[config.mk]
export PLATFORM = sky130hd
export DESIGN_NAME = hevc_nal_unit_scanner
export DESIGN_NICKNAME = d
export VERILOG_FILES = /design/src/hdl/hnus_pkg.sv /design/src/hdl/hevc_nal_unit_scanner.sv /design/src/hdl/hnus_core.sv
export SDC_FILE = /design/constraint.sdc
export NUM_CORES = 1
export LEC_CHECK = 0
export CORE_AREA = 5 5 204 206
export DETAILED_ROUTE_END_ITERATION = 10
export DIE_AREA = 0 0 209 211
export DONT_BUFFER_PORTS = 1
export GPL_TIMING_DRIVEN = 0
export PLACE_DENSITY = 0.58
export SYNTH_ARGS = -nofsm -noshare
export SYNTH_HDL_FRONTEND = slang
export SYNTH_SLANG_ARGS = --single-unit
[constraint.sdc]
create_clock -name clk_i -period 16.8 [get_ports clk_i]
set_input_delay 1.68 -clock clk_i [delete_from_list [all_inputs] [get_ports clk_i]]
set_output_delay 1.68 -clock clk_i [all_outputs]
set_load 0.1 [all_outputs]
[src/hdl/hnus_pkg.sv]
// Shared types and constants of the HEVC unit scanner.
// Used by hnus_core and hevc_nal_unit_scanner; depends on nothing.
package hnus_pkg;

  // Sizing of counters and result fields
  localparam int POSITION_BITS = 24;
  localparam int LENGTH_BITS   = POSITION_BITS + 1;
  localparam int MAX_BUFFERS   = 256;
  localparam int BUF_CNT_BITS  = (MAX_BUFFERS > 2) ? $clog2(MAX_BUFFERS) : 1;
  localparam int BUF_NUM_BITS  = 8;
  localparam int TYPE_BITS     = 6;
  localparam int SLICE_BITS    = 32;
  localparam int CLASS_BITS    = 3;

  // Output stream packing
  localparam int OUT_RAW_BITS   = TYPE_BITS + BUF_NUM_BITS + POSITION_BITS + LENGTH_BITS
                                  + 2 * SLICE_BITS;
  localparam int OUT_TDATA_BITS = ((OUT_RAW_BITS + 7) / 8) * 8;

  // Header unit types of interest
  localparam logic [TYPE_BITS-1:0] TYPE_TRAIL = 6'h01;
  localparam logic [TYPE_BITS-1:0] TYPE_IDR   = 6'h13;
  localparam logic [TYPE_BITS-1:0] TYPE_VPS   = 6'h20;
  localparam logic [TYPE_BITS-1:0] TYPE_SPS   = 6'h21;
  localparam logic [TYPE_BITS-1:0] TYPE_PPS   = 6'h22;

  typedef enum logic [CLASS_BITS-1:0] {
    CLASS_VPS   = 3'd0,
    CLASS_SPS   = 3'd1,
    CLASS_PPS   = 3'd2,
    CLASS_IDR   = 3'd3,
    CLASS_OTHER = 3'd4,
    CLASS_NONE  = 3'd5
  } unit_class_e;

  // One input byte with its buffer markers
  typedef struct packed {
    logic       picture_end;
    logic       buffer_end;
    logic [7:0] data_byte;
  } item_t;

  // One result
  typedef struct packed {
    unit_class_e               unit_class;
    logic [TYPE_BITS-1:0]      unit_type;
    logic [BUF_NUM_BITS-1:0]   buffer_number;
    logic [POSITION_BITS-1:0]  unit_offset;
    logic [LENGTH_BITS-1:0]    unit_length;
    logic [SLICE_BITS-1:0]     slice_bytes;
    logic [SLICE_BITS-1:0]     length_prefix;
    logic                      picture_done;
    logic                      no_slice_error;
  } result_t;

endpackage

[src/hdl/hevc_nal_unit_scanner.sv]
// Top level of the HEVC unit scanner: input register, scanner core, result register.
// Depends on hnus_pkg and hnus_core.
//
// Usage:
//   The slave stream carries one byte of an encoded buffer per request; tuser
//   flags the buffer's final byte and tlast the picture's final byte (which
//   also ends the buffer). The master stream carries one result for each unit
//   that closes (at the next start code or at the buffer's end) and one more
//   at picture end, which has tlast set and holds the length prefix or the
//   no-slice error flag. A byte that closes a unit at picture end gives a
//   single result carrying both.
//   Throughput is one byte per cycle while the receiver keeps up: the per-byte step
//   is a single pass of compare and add logic between the input register and the
//   result register. An accepted byte is held in the input register and its result
//   in the result register, from which it is valid on the master side.
//   When the receiver stalls, the result waits in its register and the byte
//   behind it waits in the input register; only then does s_axis_tready drop.
//   Reset clears all scanner state, the slice total and both valid flags.
module hevc_nal_unit_scanner (
  input  logic       clk_i,
  input  logic       rst_ni,
  input  logic       s_axis_tvalid,
  output logic       s_axis_tready,
  input  logic [7:0] s_axis_tdata,  // [7:0] data_byte
  input  logic [0:0] s_axis_tuser,  // [0] buffer_end
  input  logic       s_axis_tlast,  // picture_end
  output logic       m_axis_tvalid,
  input  logic       m_axis_tready,
  // [5:0] unit_type, [13:6] buffer_number, [37:14] unit_offset,
  // [62:38] unit_length, [94:63] slice_bytes, [126:95] length_prefix, [127] zero
  output logic [hnus_pkg::OUT_TDATA_BITS-1:0] m_axis_tdata,
  output logic [3:0] m_axis_tuser,  // [2:0] unit_class, [3] no_slice_error
  output logic       m_axis_tlast   // picture_done
);
  import hnus_pkg::*;

  logic    in_valid_q, in_valid_d;
  item_t   in_item_q;
  logic    out_valid_q, out_valid_d;
  result_t out_q;
  logic    s_fire;
  logic    advance;
  result_t step_result;
  logic    step_emit;

  // Handshake: the input register drains whenever the result register is free
  assign advance       = in_valid_q && (!out_valid_q || m_axis_tready);
  assign s_axis_tready = !in_valid_q || advance;
  assign s_fire        = s_axis_tvalid && s_axis_tready;

  always_comb begin
    in_valid_d = in_valid_q;
    if (s_fire) begin
      in_valid_d = 1'b1;
    end else if (advance) begin
      in_valid_d = 1'b0;
    end
  end

  always_comb begin
    out_valid_d = out_valid_q;
    if (advance && step_emit) begin
      out_valid_d = 1'b1;
    end else if (m_axis_tready) begin
      out_valid_d = 1'b0;
    end
  end

  // Control registers
  always_ff @(posedge clk_i or negedge rst_ni) begin
    if (!rst_ni) begin
      in_valid_q  <= 1'b0;
      out_valid_q <= 1'b0;
    end else begin
      in_valid_q  <= in_valid_d;
      out_valid_q <= out_valid_d;
    end
  end

  // Payload registers
  always_ff @(posedge clk_i) begin
    if (s_fire) begin
      in_item_q.data_byte   <= s_axis_tdata;
      in_item_q.buffer_end  <= s_axis_tuser[0];
      in_item_q.picture_end <= s_axis_tlast;
    end
    if (advance && step_emit) begin
      out_q <= step_result;
    end
  end

  hnus_core u_core (
    .clk_i    (clk_i),
    .rst_ni   (rst_ni),
    .step_i   (advance),
    .item_i   (in_item_q),
    .result_o (step_result),
    .emit_o   (step_emit)
  );

  // Output packing
  assign m_axis_tvalid = out_valid_q;
  assign m_axis_tdata  = OUT_TDATA_BITS'({out_q.length_prefix, out_q.slice_bytes,
                                          out_q.unit_length, out_q.unit_offset,
                                          out_q.buffer_number, out_q.unit_type});
  assign m_axis_tuser  = {out_q.no_slice_error, out_q.unit_class};
  assign m_axis_tlast  = out_q.picture_done;

`ifndef NO_ASSERTIONS
  // A held byte must not be overwritten while its result slot is blocked
  a_no_overwrite: assert property (@(posedge clk_i) disable iff (!rst_ni)
    (in_valid_q && out_valid_q && !m_axis_tready) |-> !s_axis_tready)
    else $error("input register overwritten while stalled");

  // A picture-closing result with the error flag carries no length prefix
  a_error_no_prefix: assert property (@(posedge clk_i) disable iff (!rst_ni)
    (out_valid_q && out_q.no_slice_error) |-> (out_q.picture_done && out_q.length_prefix == '0))
    else $error("no-slice error with nonzero length prefix");
`endif

endmodule

[src/hdl/hnus_core.sv]
// Scanner state and the per-byte step: start code search, unit close, slice total.
// Depends on hnus_pkg.
module hnus_core (
  input  logic             clk_i,
  input  logic             rst_ni,
  input  logic             step_i,
  input  hnus_pkg::item_t  item_i,
  output hnus_pkg::result_t result_o,
  output logic             emit_o
);
  import hnus_pkg::*;

  logic [23:0]              window_q, window_d;
  logic [POSITION_BITS-1:0] pos_q, pos_d;
  logic [POSITION_BITS-1:0] offset_q, offset_d;
  logic [TYPE_BITS-1:0]     type_q, type_d;
  logic                     open_q, open_d;
  logic                     hdr_pend_q, hdr_pend_d;
  logic                     stopped_q, stopped_d;
  logic [BUF_CNT_BITS-1:0]  buf_cnt_q, buf_cnt_d;
  logic [SLICE_BITS-1:0]    slice_q, slice_d;

  logic                     buf_end;
  logic                     pic_end;
  logic                     start_hit;
  logic                     do_close;
  logic [TYPE_BITS-1:0]     hdr_type;
  logic [TYPE_BITS-1:0]     close_type;
  logic [LENGTH_BITS-1:0]   close_end;
  logic [LENGTH_BITS-1:0]   unit_len;
  unit_class_e              close_class;
  logic [SLICE_BITS:0]      slice_sum;
  logic [SLICE_BITS-1:0]    slice_new;

  function automatic unit_class_e class_of(input logic [TYPE_BITS-1:0] t);
    unit_class_e c;
    case (t)
      TYPE_VPS: c = CLASS_VPS;
      TYPE_SPS: c = CLASS_SPS;
      TYPE_PPS: c = CLASS_PPS;
      TYPE_IDR: c = CLASS_IDR;
      default:  c = CLASS_OTHER;
    endcase
    return c;
  endfunction

  // Decode of the current byte against the scanner state
  assign pic_end   = item_i.picture_end;
  assign buf_end   = item_i.buffer_end | item_i.picture_end;
  assign hdr_type  = item_i.data_byte[6:1];
  assign start_hit = !hdr_pend_q && !stopped_q && (pos_q >= POSITION_BITS'(3))
                     && (window_q == 24'h0) && (item_i.data_byte == 8'h01) && !buf_end;
  assign do_close  = open_q && (start_hit || buf_end);

  // A header byte on the buffer's last byte still names the closing unit
  assign close_type  = hdr_pend_q ? hdr_type : type_q;
  assign close_class = class_of(close_type);
  assign close_end   = start_hit ? LENGTH_BITS'(pos_q - POSITION_BITS'(3))
                                 : LENGTH_BITS'(pos_q) + LENGTH_BITS'(1);
  assign unit_len    = close_end - LENGTH_BITS'(offset_q);

  // Saturating slice byte total
  assign slice_sum = {1'b0, slice_q} + (SLICE_BITS+1)'(unit_len);
  always_comb begin
    slice_new = slice_q;
    if (do_close && (close_class == CLASS_IDR)) begin
      slice_new = slice_sum[SLICE_BITS] ? {SLICE_BITS{1'b1}} : slice_sum[SLICE_BITS-1:0];
    end
  end

  // Result fields
  always_comb begin
    result_o = '0;
    result_o.unit_class = CLASS_NONE;
    if (do_close) begin
      result_o.unit_class    = close_class;
      result_o.unit_type     = close_type;
      result_o.buffer_number = BUF_NUM_BITS'(buf_cnt_q);
      result_o.unit_offset   = offset_q;
      result_o.unit_length   = unit_len;
    end
    if (do_close || pic_end) begin
      result_o.slice_bytes = slice_new;
    end
    if (pic_end) begin
      result_o.picture_done   = 1'b1;
      result_o.no_slice_error = (slice_new == '0);
      if (slice_new >= SLICE_BITS'(4)) begin
        result_o.length_prefix = slice_new - SLICE_BITS'(4);
      end
    end
  end
  assign emit_o = do_close || pic_end;

  // Next state
  always_comb begin
    window_d   = {window_q[15:0], item_i.data_byte};
    pos_d      = pos_q;
    offset_d   = offset_q;
    type_d     = type_q;
    open_d     = open_q;
    hdr_pend_d = hdr_pend_q;
    stopped_d  = stopped_q;
    buf_cnt_d  = buf_cnt_q;
    slice_d    = slice_new;
    if (buf_end) begin
      window_d   = '0;
      pos_d      = '0;
      offset_d   = '0;
      type_d     = '0;
      open_d     = 1'b0;
      hdr_pend_d = 1'b0;
      stopped_d  = 1'b0;
      if (pic_end) begin
        buf_cnt_d = '0;
        slice_d   = '0;
      end else if (buf_cnt_q < BUF_CNT_BITS'(MAX_BUFFERS - 1)) begin
        buf_cnt_d = buf_cnt_q + BUF_CNT_BITS'(1);
      end
    end else begin
      if (pos_q != {POSITION_BITS{1'b1}}) begin
        pos_d = pos_q + POSITION_BITS'(1);
      end
      if (hdr_pend_q) begin
        type_d     = hdr_type;
        hdr_pend_d = 1'b0;
        if ((hdr_type == TYPE_IDR) || (hdr_type == TYPE_TRAIL)) begin
          stopped_d = 1'b1;
        end
      end else if (start_hit) begin
        offset_d   = pos_q - POSITION_BITS'(3);
        type_d     = '0;
        open_d     = 1'b1;
        hdr_pend_d = 1'b1;
      end
    end
  end

  // State registers, advanced once per processed byte
  always_ff @(posedge clk_i or negedge rst_ni) begin
    if (!rst_ni) begin
      window_q   <= '0;
      pos_q      <= '0;
      offset_q   <= '0;
      type_q     <= '0;
      open_q     <= 1'b0;
      hdr_pend_q <= 1'b0;
      stopped_q  <= 1'b0;
      buf_cnt_q  <= '0;
      slice_q    <= '0;
    end else if (step_i) begin
      window_q   <= window_d;
      pos_q      <= pos_d;
      offset_q   <= offset_d;
      type_q     <= type_d;
      open_q     <= open_d;
      hdr_pend_q <= hdr_pend_d;
      stopped_q  <= stopped_d;
      buf_cnt_q  <= buf_cnt_d;
      slice_q    <= slice_d;
    end
  end

`ifndef NO_ASSERTIONS
  // A pending header always belongs to an open unit
  a_hdr_needs_open: assert property (@(posedge clk_i) disable iff (!rst_ni)
    hdr_pend_q |-> open_q)
    else $error("header pending without an open unit");

  // Scanning only stops after the header of an open unit was read
  a_stop_needs_header: assert property (@(posedge clk_i) disable iff (!rst_ni)
    stopped_q |-> (open_q && !hdr_pend_q))
    else $error("scan stopped in an inconsistent state");

  // The open unit's start code lies at least three bytes behind the position
  a_offset_behind: assert property (@(posedge clk_i) disable iff (!rst_ni)
    open_q |-> ((LENGTH_BITS'(offset_q) + LENGTH_BITS'(3)) <= LENGTH_BITS'(pos_q)))
    else $error("open unit offset ahead of byte position");
`endif

endmodule

==> results of run 1 <==
-- worst min-delay path by stage --
| stage | to | startpoint | slack (ns) | cells past startpoint |
|---|---|---|---|---|
| 3_5_place_dp | m_axis_tlast | in_item_q[9] | 0.45 | 0 |
| 5_1_grt | m_axis_tlast | in_item_q[9] | 0.48 | 0 |
| 6_report | m_axis_tlast | in_item_q[9] | 0.47 | 0 |
| 4_1_cts | m_axis_tlast | in_item_q[9] | 0.47 | 0 |
| 2_1_floorplan | m_axis_tlast | in_item_q[9] | 0.42 | 0 |
| 3_3_place_gp | m_axis_tlast | in_item_q[9] | 0.43 | 0 |
-- cell families (layout without fill, tap and decap cells) --
family                     Yosys count  after routing  synth area share
muxes                               18             18            0.0119
DFF                                265            265             0.471
xor gates and xnor gates           122            122            0.0686
AOI/OAI and AO/OA                  389            389             0.158
adders and majority gates           78             78            0.0636
other                                1              1          0.000241
buffers and inverters              126            182            0.0339
and+or+nand+nor                    604            604             0.192
-- sequential cells by signal, indices dropped and copies added, names as in the netlist --
register           cells
u_core.stopped_q       1
u_core.hdr_pend_q      1
u_core.buf_cnt_q       8
u_core.window_q       24
in_valid_q             1
u_core.slice_q        32
m_axis_tdata         127
in_item_q             10
u_core.type_q          6
m_axis_tvalid          1
u_core.open_q          1
m_axis_tuser           4
m_axis_tlast           1
u_core.offset_q       24
u_core.pos_q          24
-- worst reg2reg max path: cells and delay by family (launching register included) --
kind	cells	cell delay, ns
compound gates	20	5.82
xor+xnor	2	0.47
fa+ha+maj	4	1.47
buf+inv	4	1.06
flops	1	0.48
simple gates	11	2.73
-- report_power, final --
| group | total [mW] | switching (mW) | internal (mW) |
|---|---|---|---|
| Clock | 0.656 | 0.266 | 0.390 |
| Combinational | 0.144 | 0.0985 | 0.0456 |
| Sequential | 0.860 | 0.143 | 0.717 |
| Total | 1.66 | 0.508 | 1.15 |
-- layer usage --
layer | vias to the layer above | global-route usage | routed length [um]
li1 | 5791 | - | -
met1 | 5712 | 0.251 | 19000
met2 | 318 | 0.334 | 21400
met3 | 93 | 0.0294 | 2090
met4 | 10 | 0.0671 | 1470
met5 | - | 0 | 60
-- layout by cell type, fill, tap and decap left out, types with 16 or more instances in the layout --
| cell type | count |
|---|---|
| sky130_fd_sc_hd__nand2_1 | 179 |
| sky130_fd_sc_hd__nor2_1 | 162 |
| sky130_fd_sc_hd__edfxtp_1 | 142 |
| sky130_fd_sc_hd__o21ai_0 | 124 |
| sky130_fd_sc_hd__dfrtp_1 | 123 |
| sky130_fd_sc_hd__a21oi_1 | 84 |
| sky130_fd_sc_hd__xnor2_1 | 77 |
| sky130_fd_sc_hd__ha_1 | 76 |
| sky130_fd_sc_hd__clkbuf_1 | 60 |
| sky130_fd_sc_hd__inv_1 | 54 |
| sky130_fd_sc_hd__xor2_1 | 45 |
| sky130_fd_sc_hd__a21o_1 | 38 |
| sky130_fd_sc_hd__nand3_1 | 35 |
| sky130_fd_sc_hd__and2_1 | 31 |
| sky130_fd_sc_hd__nor3_1 | 28 |
| sky130_fd_sc_hd__clkbuf_16 | 28 |
| sky130_fd_sc_hd__and3_1 | 26 |
| sky130_fd_sc_hd__or3_1 | 22 |
| sky130_fd_sc_hd__nor2_2 | 21 |
| sky130_fd_sc_hd__o31ai_1 | 16 |
| sky130_fd_sc_hd__o22ai_1 | 16 |
-- final cells by class --
type | count | area [um2]
Sequential cell | 265 | 7340
Fill cell | 3849 | 22200
Inverter | 54 | 203
Clock inverter | 14 | 220
Multi-Input combinational cell | 1212 | 7710
Buffer | 72 | 325
Tap cell | 525 | 657
Clock buffer | 38 | 748
Timing Repair Buffer | 4 | 80.1
-- metrics by stage --
step           hold WS, ns  power [mW]  instance area (um2)  instances  utilization
2_1_floorplan        0.421       0.971                15600       1603            -
3_3_place_gp         0.426        1.02                16200       2128        0.411
3_5_place_dp         0.454        1.02                16300       2132        0.414
4_1_cts              0.470        1.68                17300       2184        0.438
5_1_grt              0.477        1.72                17300       2184        0.438
6_report             0.471        1.66                17300       2184        0.438
==> run_summary.xml, run 1 <==
<?xml version="1.0" encoding="UTF-8"?>
<metrics>
  <group name="setup_path">
    <metric name="worstSetupEndpointType" unit="">register</metric>
    <metric name="critical_path.n_buffers_inverters" unit="">4</metric>
    <metric name="r2r_setup_slack" unit="ns">4.51</metric>
    <metric name="worstPathMaxFanout" unit="">23</metric>
    <metric name="criticalPathCategory" unit="">register to register</metric>
    <metric name="critPathMaxStageDelay" unit="ns">0.93</metric>
    <metric name="critical_path.most_common_cell" unit="">sky130_fd_sc_hd__a21oi_1</metric>
    <metric name="critPathArrivalTime" unit="ns">12.60</metric>
    <metric name="timing.reg2reg.worst_path_depth" unit="">41</metric>
    <metric name="crit_end" unit="">m_axis_tdata[115]</metric>
    <metric name="crit_path_start" unit="">u_core.pos_q[0]</metric>
    <metric name="r2r_start" unit="">u_core.pos_q[0]</metric>
    <metric name="startpoint_type" unit="">register</metric>
    <metric name="regToRegEndpoint" unit="">m_axis_tdata[115]</metric>
    <metric name="cp_slowest_cell" unit="">sky130_fd_sc_hd__o31ai_1</metric>
    <metric name="path_depth" unit="">41</metric>
    <metric name="cp.required" unit="ns">17.12</metric>
    <metric name="critical-path-top-delay-family" unit="">compound AO/OA/AOI/OAI gates</metric>
  </group>
  <group name="logic_synthesis">
    <metric name="synthesis.area_per_instance" unit="um2">9.72</metric>
    <metric name="postSynth.topFlopCell" unit="">sky130_fd_sc_hd__edfxtp_1</metric>
    <metric name="synthesis.instances" unit="">1603</metric>
    <metric name="post_synth_edffs" unit="">142</metric>
    <metric name="yosysWarnings" unit="">0</metric>
    <metric name="postSynthRegisterBits" unit="">265</metric>
    <metric name="synth_nets" unit="">1695</metric>
    <metric name="asyncSetResetFlopFracSynth" unit="">0.464</metric>
    <metric name="synth_top_area_cell" unit="">sky130_fd_sc_hd__edfxtp_1</metric>
    <metric name="synth_top_area_cells" unit="">sky130_fd_sc_hd__edfxtp_1, sky130_fd_sc_hd__dfrtp_1, sky130_fd_sc_hd__ha_1</metric>
    <metric name="synthMostInstantiatedCell" unit="">sky130_fd_sc_hd__nand2_1</metric>
    <metric name="netlist_top_cells_count" unit="">sky130_fd_sc_hd__nand2_1, sky130_fd_sc_hd__nor2_1, sky130_fd_sc_hd__edfxtp_1, sky130_fd_sc_hd__o21ai_0, sky130_fd_sc_hd__dfrtp_1</metric>
    <metric name="yosys.cell_types.count" unit="">82</metric>
    <metric name="synth_top_cell_area_share" unit="">0.274</metric>
    <metric name="synth_seq_area_share" unit="">0.471</metric>
    <metric name="post_synth_instance_area" unit="mm2">0.0156</metric>
  </group>
  <group name="sta">
    <metric name="tightestPinTransition" unit="ns">1.20</metric>
    <metric name="layout_worst_path_cycle_share" unit="">0.731</metric>
    <metric name="hold_violations" unit="">0</metric>
    <metric name="slew_headroom" unit="">0.201</metric>
    <metric name="rsz0062_at_grt" unit="">no</metric>
    <metric name="final.setup.tns" unit="ns">0</metric>
    <metric name="timing.final.setup_violations" unit="">0</metric>
    <metric name="fmax" unit="MHz">81.4</metric>
    <metric name="finalCriticalPeriod" unit="ns">12.29</metric>
    <metric name="setup_ws" unit="ns">4.51</metric>
    <metric name="timing.clock.skew" unit="ns">0.0324</metric>
    <metric name="final_max_slew_viol_count" unit="">0</metric>
  </group>
  <group name="floorplan">
    <metric name="fp.dieW" unit="um">209</metric>
    <metric name="dieArea" unit="mm2">0.0441</metric>
    <metric name="rows" unit="">73</metric>
    <metric name="die_h" unit="um">211</metric>
    <metric name="num_io_pins" unit="">149</metric>
    <metric name="effective_utilization_at_floorplan" unit="">0.395</metric>
    <metric name="floorplan.core_area" unit="mm2">0.0395</metric>
  </group>
  <group name="placement">
    <metric name="gp_congestion" unit="">0.954</metric>
    <metric name="dp_slack" unit="ns">4.62</metric>
    <metric name="numPortBuffers" unit="">0</metric>
    <metric name="detailed_place_hpwl" unit="um">34000</metric>
  </group>
  <group name="global_route">
    <metric name="number_of_global_route_vias_before_repair" unit="">11762</metric>
    <metric name="grt_start_max_net_pins" unit="">124</metric>
    <metric name="grt-ovfl-total" unit="">0</metric>
    <metric name="groute.usage.overall" unit="">0.194</metric>
    <metric name="grt_antenna_before_repair" unit="">5</metric>
    <metric name="grt_pass1_wl" unit="um">68400</metric>
  </group>
  <group name="cts">
    <metric name="cts-hold-fix-buffers" unit="">0</metric>
    <metric name="clock_tree.root_cell" unit="">sky130_fd_sc_hd__clkbuf_16</metric>
    <metric name="h-tree-depth" unit="">1</metric>
    <metric name="clk_pin_slew_worst_paths" unit="ns">0.06</metric>
    <metric name="cts_resized" unit="">0</metric>
    <metric name="cts_inserted_buffers" unit="">28</metric>
    <metric name="maximum_clock_insertion_buffer_count" unit="">3</metric>
    <metric name="cts_tree" unit="">done</metric>
    <metric name="post-cts-setup-buffer-count" unit="">0</metric>
    <metric name="clock_insertion_delay_at_the_later_pin_of_the_skew_report" unit="ns">0.59</metric>
    <metric name="numClockSinks" unit="">265</metric>
  </group>
  <group name="cells_and_area">
    <metric name="syn_to_final_growth" unit="%">11.0</metric>
    <metric name="nNetsFinal" unit="">1729</metric>
    <metric name="layout-drive-gt1-share" unit="">0.0814</metric>
    <metric name="antenna_cells_inserted" unit="">0</metric>
  </group>
  <group name="route">
    <metric name="route.detailed.vias_per_inst" unit="">5.46</metric>
    <metric name="route.antenna.remaining_nets" unit="">0</metric>
    <metric name="firstDrtPassIters" unit="">5</metric>
    <metric name="wire_per_inst" unit="um">20.2</metric>
    <metric name="totalWireLength" unit="um">44000</metric>
    <metric name="drcViolationCount" unit="">0</metric>
    <metric name="routed_via_count" unit="">11924</metric>
    <metric name="drt_iter0_drc" unit="">869</metric>
  </group>
  <group name="pwr">
    <metric name="powerDensity" unit="mW/mm2">96.1</metric>
    <metric name="static-leakage-power" unit="nW">7.25</metric>
    <metric name="ir_worst_vdd" unit="mV">0.0546</metric>
  </group>
  <group name="job">
    <metric name="cap_viol_max_count" unit="">0</metric>
  </group>
  <group name="worst_hold_path">
    <metric name="worstHoldPathType" unit="">register to register</metric>
  </group>
  <group name="outcome">
    <metric name="status" unit="">finished clean</metric>
  </group>
</metrics>
Note: power is estimated with default switching activity, not from simulation.
==> run 2, diff against run 1 <==
PLACE_DENSITY = 0.6   (was 0.58)
clock period = 11.1 ns   (was 16.8 ns; I/O delays follow)
==> run 2 against run 1 <==
Core utilization up 0.78 points; final cell count up 0.55%; via count up 0.94%; sequential share of layout area down 0.75 points; non-clock buffer count up 9; power up 57%; worst hold slack worse by 0.25 ns; register-to-register slack worse by 3.9 ns; global-route usage up 0.15 points; critical path depth up 5; first-iteration DRC count up 2.4%; maximum frequency up 17%; critical path type unchanged.
==> run_summary.xml, run 2 (synthesized netlist as in run 1, its figures left out) <==
<?xml version="1.0" encoding="UTF-8"?>
<metrics>
  <group name="cts">
    <metric name="clock_insertion_delay_at_the_later_pin_of_the_skew_report" unit="ns">0.59</metric>
    <metric name="h-tree-depth" unit="">1</metric>
    <metric name="cts-hold-fix-buffers" unit="">0</metric>
    <metric name="cts_inserted_buffers" unit="">29</metric>
    <metric name="clock_tree.root_cell" unit="">sky130_fd_sc_hd__clkbuf_16</metric>
    <metric name="clk_pin_slew_worst_paths" unit="ns">0.07</metric>
    <metric name="cts_tree" unit="">done</metric>
    <metric name="maximum_clock_insertion_buffer_count" unit="">3</metric>
    <metric name="numClockSinks" unit="">265</metric>
  </group>
  <group name="route">
    <metric name="drcViolationCount" unit="">0</metric>
    <metric name="drt_iter0_drc" unit="">890</metric>
    <metric name="routed_via_count" unit="">12036</metric>
    <metric name="wire_per_inst" unit="um">20.4</metric>
    <metric name="totalWireLength" unit="um">44700</metric>
    <metric name="firstDrtPassIters" unit="">7</metric>
    <metric name="route.antenna.remaining_nets" unit="">0</metric>
    <metric name="route.detailed.vias_per_inst" unit="">5.48</metric>
  </group>
  <group name="setup_path">
    <metric name="worstSetupEndpointType" unit="">register</metric>
    <metric name="critical_path.most_common_cell" unit="">sky130_fd_sc_hd__ha_1</metric>
    <metric name="cp.required" unit="ns">11.41</metric>
    <metric name="startpoint_type" unit="">register</metric>
    <metric name="critical_path.n_buffers_inverters" unit="">8</metric>
    <metric name="cp_slowest_cell" unit="">sky130_fd_sc_hd__dfrtp_1</metric>
    <metric name="criticalPathCategory" unit="">register to register</metric>
    <metric name="critPathMaxStageDelay" unit="ns">0.48</metric>
    <metric name="critPathArrivalTime" unit="ns">10.80</metric>
    <metric name="worstPathMaxFanout" unit="">10</metric>
    <metric name="critical-path-top-delay-family" unit="">compound AO/OA/AOI/OAI gates</metric>
  </group>
  <group name="pwr">
    <metric name="ir_worst_vdd" unit="mV">0.113</metric>
    <metric name="powerDensity" unit="mW/mm2">148</metric>
    <metric name="static-leakage-power" unit="nW">7.37</metric>
  </group>
  <group name="cells_and_area">
    <metric name="layout_commonest_cell" unit="">sky130_fd_sc_hd__nand2_1</metric>
    <metric name="syn_to_final_growth" unit="%">13.0</metric>
    <metric name="flip_flop_count_of_the_largest_register_after_layout" unit="">127</metric>
    <metric name="nNetsFinal" unit="">1740</metric>
    <metric name="antenna_cells_inserted" unit="">0</metric>
    <metric name="final_cells" unit="">2196</metric>
    <metric name="most-common-layout-cells" unit="">sky130_fd_sc_hd__nand2_1, sky130_fd_sc_hd__nor2_1, sky130_fd_sc_hd__edfxtp_1</metric>
    <metric name="layout-drive-gt1-share" unit="">0.104</metric>
  </group>
  <group name="sta">
    <metric name="fmax" unit="MHz">95.4</metric>
    <metric name="fin_hold_ws" unit="ns">0.225</metric>
    <metric name="timing.final.setup_violations" unit="">0</metric>
    <metric name="timing.clock.skew" unit="ns">0.0291</metric>
    <metric name="final.setup.tns" unit="ns">0</metric>
    <metric name="slew_headroom" unit="">0.160</metric>
    <metric name="rsz0062_at_grt" unit="">no</metric>
    <metric name="layout_worst_path_cycle_share" unit="">0.945</metric>
    <metric name="finalCriticalPeriod" unit="ns">10.49</metric>
    <metric name="tightestPinTransition" unit="ns">1.26</metric>
    <metric name="final_max_slew_viol_count" unit="">0</metric>
    <metric name="hold_violations" unit="">0</metric>
  </group>
  <group name="floorplan">
    <metric name="fp.dieW" unit="um">209</metric>
    <metric name="rows" unit="">73</metric>
    <metric name="effective_utilization_at_floorplan" unit="">0.395</metric>
    <metric name="num_io_pins" unit="">149</metric>
    <metric name="dieArea" unit="mm2">0.0441</metric>
    <metric name="floorplan.core_area" unit="mm2">0.0395</metric>
    <metric name="die_h" unit="um">211</metric>
  </group>
  <group name="placement">
    <metric name="numPortBuffers" unit="">0</metric>
    <metric name="detailed_place_hpwl" unit="um">34000</metric>
    <metric name="placed_cells" unit="">2132</metric>
    <metric name="gp_congestion" unit="">0.884</metric>
  </group>
  <group name="global_route">
    <metric name="number_of_global_route_vias_before_repair" unit="">11833</metric>
    <metric name="grt-ovfl-total" unit="">0</metric>
    <metric name="groute.usage.overall" unit="">0.196</metric>
    <metric name="grt_start_max_net_pins" unit="">124</metric>
    <metric name="grt_pass1_wl" unit="um">68500</metric>
    <metric name="grt_antenna_before_repair" unit="">2</metric>
  </group>
  <group name="worst_hold_path">
    <metric name="worstHoldPathType" unit="">input pin to async pin</metric>
  </group>
  <group name="job">
    <metric name="cap_viol_max_count" unit="">0</metric>
  </group>
  <group name="outcome">
    <metric name="status" unit="">finished clean</metric>
  </group>
</metrics>
run 2: layout make-up:
| type | instances | area [um2] |
|---|---|---|
| Buffer | 72 | 325 |
| Timing Repair Buffer | 13 | 148 |
| Inverter | 54 | 206 |
| Clock buffer | 36 | 772 |
| Fill cell | 3786 | 21900 |
| Tap cell | 525 | 657 |
| Timing Repair inverter | 1 | 5.00 |
| Multi-Input combinational cell | 1212 | 7850 |
| Clock inverter | 18 | 289 |
| Sequential cell | 265 | 7340 |
run 2: path summary, 6_finish.rpt:
path / startpoint / endpoint / slack [ns] / depth (start not counted)
max reg2reg: u_core.pos_q[0] / m_axis_tdata[124] / 0.61 / 46
min: rst_ni / u_core.slice_q[10] / 0.23 / 0
min reg2reg: in_item_q[9] / m_axis_tlast / 0.44 / 0
max: u_core.pos_q[0] / m_axis_tdata[124] / 0.61 / 46
min in group clk_i: in_item_q[9] / m_axis_tlast / 0.44 / 0
max in group asynchronous: rst_ni / u_core.pos_q[16] / 10.53 / 0
run 2: metrics by stage:
stage / instance area, um2 / worst slack (ns) / utilization / power (mW)
floorplan: 15600 / 1.69 / - / 1.47
global placement: 16200 / -1.13 / 0.411 / 1.54
detailed placement: 16300 / -1.20 / 0.414 / 1.54
CTS: 17500 / 0.119 / 0.443 / 2.63
global route: 17600 / 0.0198 / 0.446 / 2.70
finish: 17600 / 0.614 / 0.446 / 2.61
run 2: report_power, final:
part / leakage, nW / switching [mW] / internal [mW] / total, mW
registers: 3.07 / 0.218 / 1.08 / 1.30
clock network: 0.511 / 0.421 / 0.659 / 1.08
logic: 3.79 / 0.150 / 0.0750 / 0.225
total: 7.37 / 0.789 / 1.82 / 2.61
run 2: layer usage:
layer / up-vias / GRT usage / wire length (um)
met3: 97 / 0.0394 / 2540
met5: - / 0 / 27
met4: 4 / 0.0704 / 1730
met1: 5761 / 0.245 / 18900
met2: 326 / 0.338 / 21600
li1: 5848 / - / -
run 2: timing repair:
| item | 4_1_cts | 5_1_grt |
|---|---|---|
| gates cloned | 1 | 0 |
| buffers inserted | 5 | 4 |
| endpoints found under the setup margin | 33 | 33 |
| pin swaps | 3 | 4 |
| resized for setup | 11 | 17 |
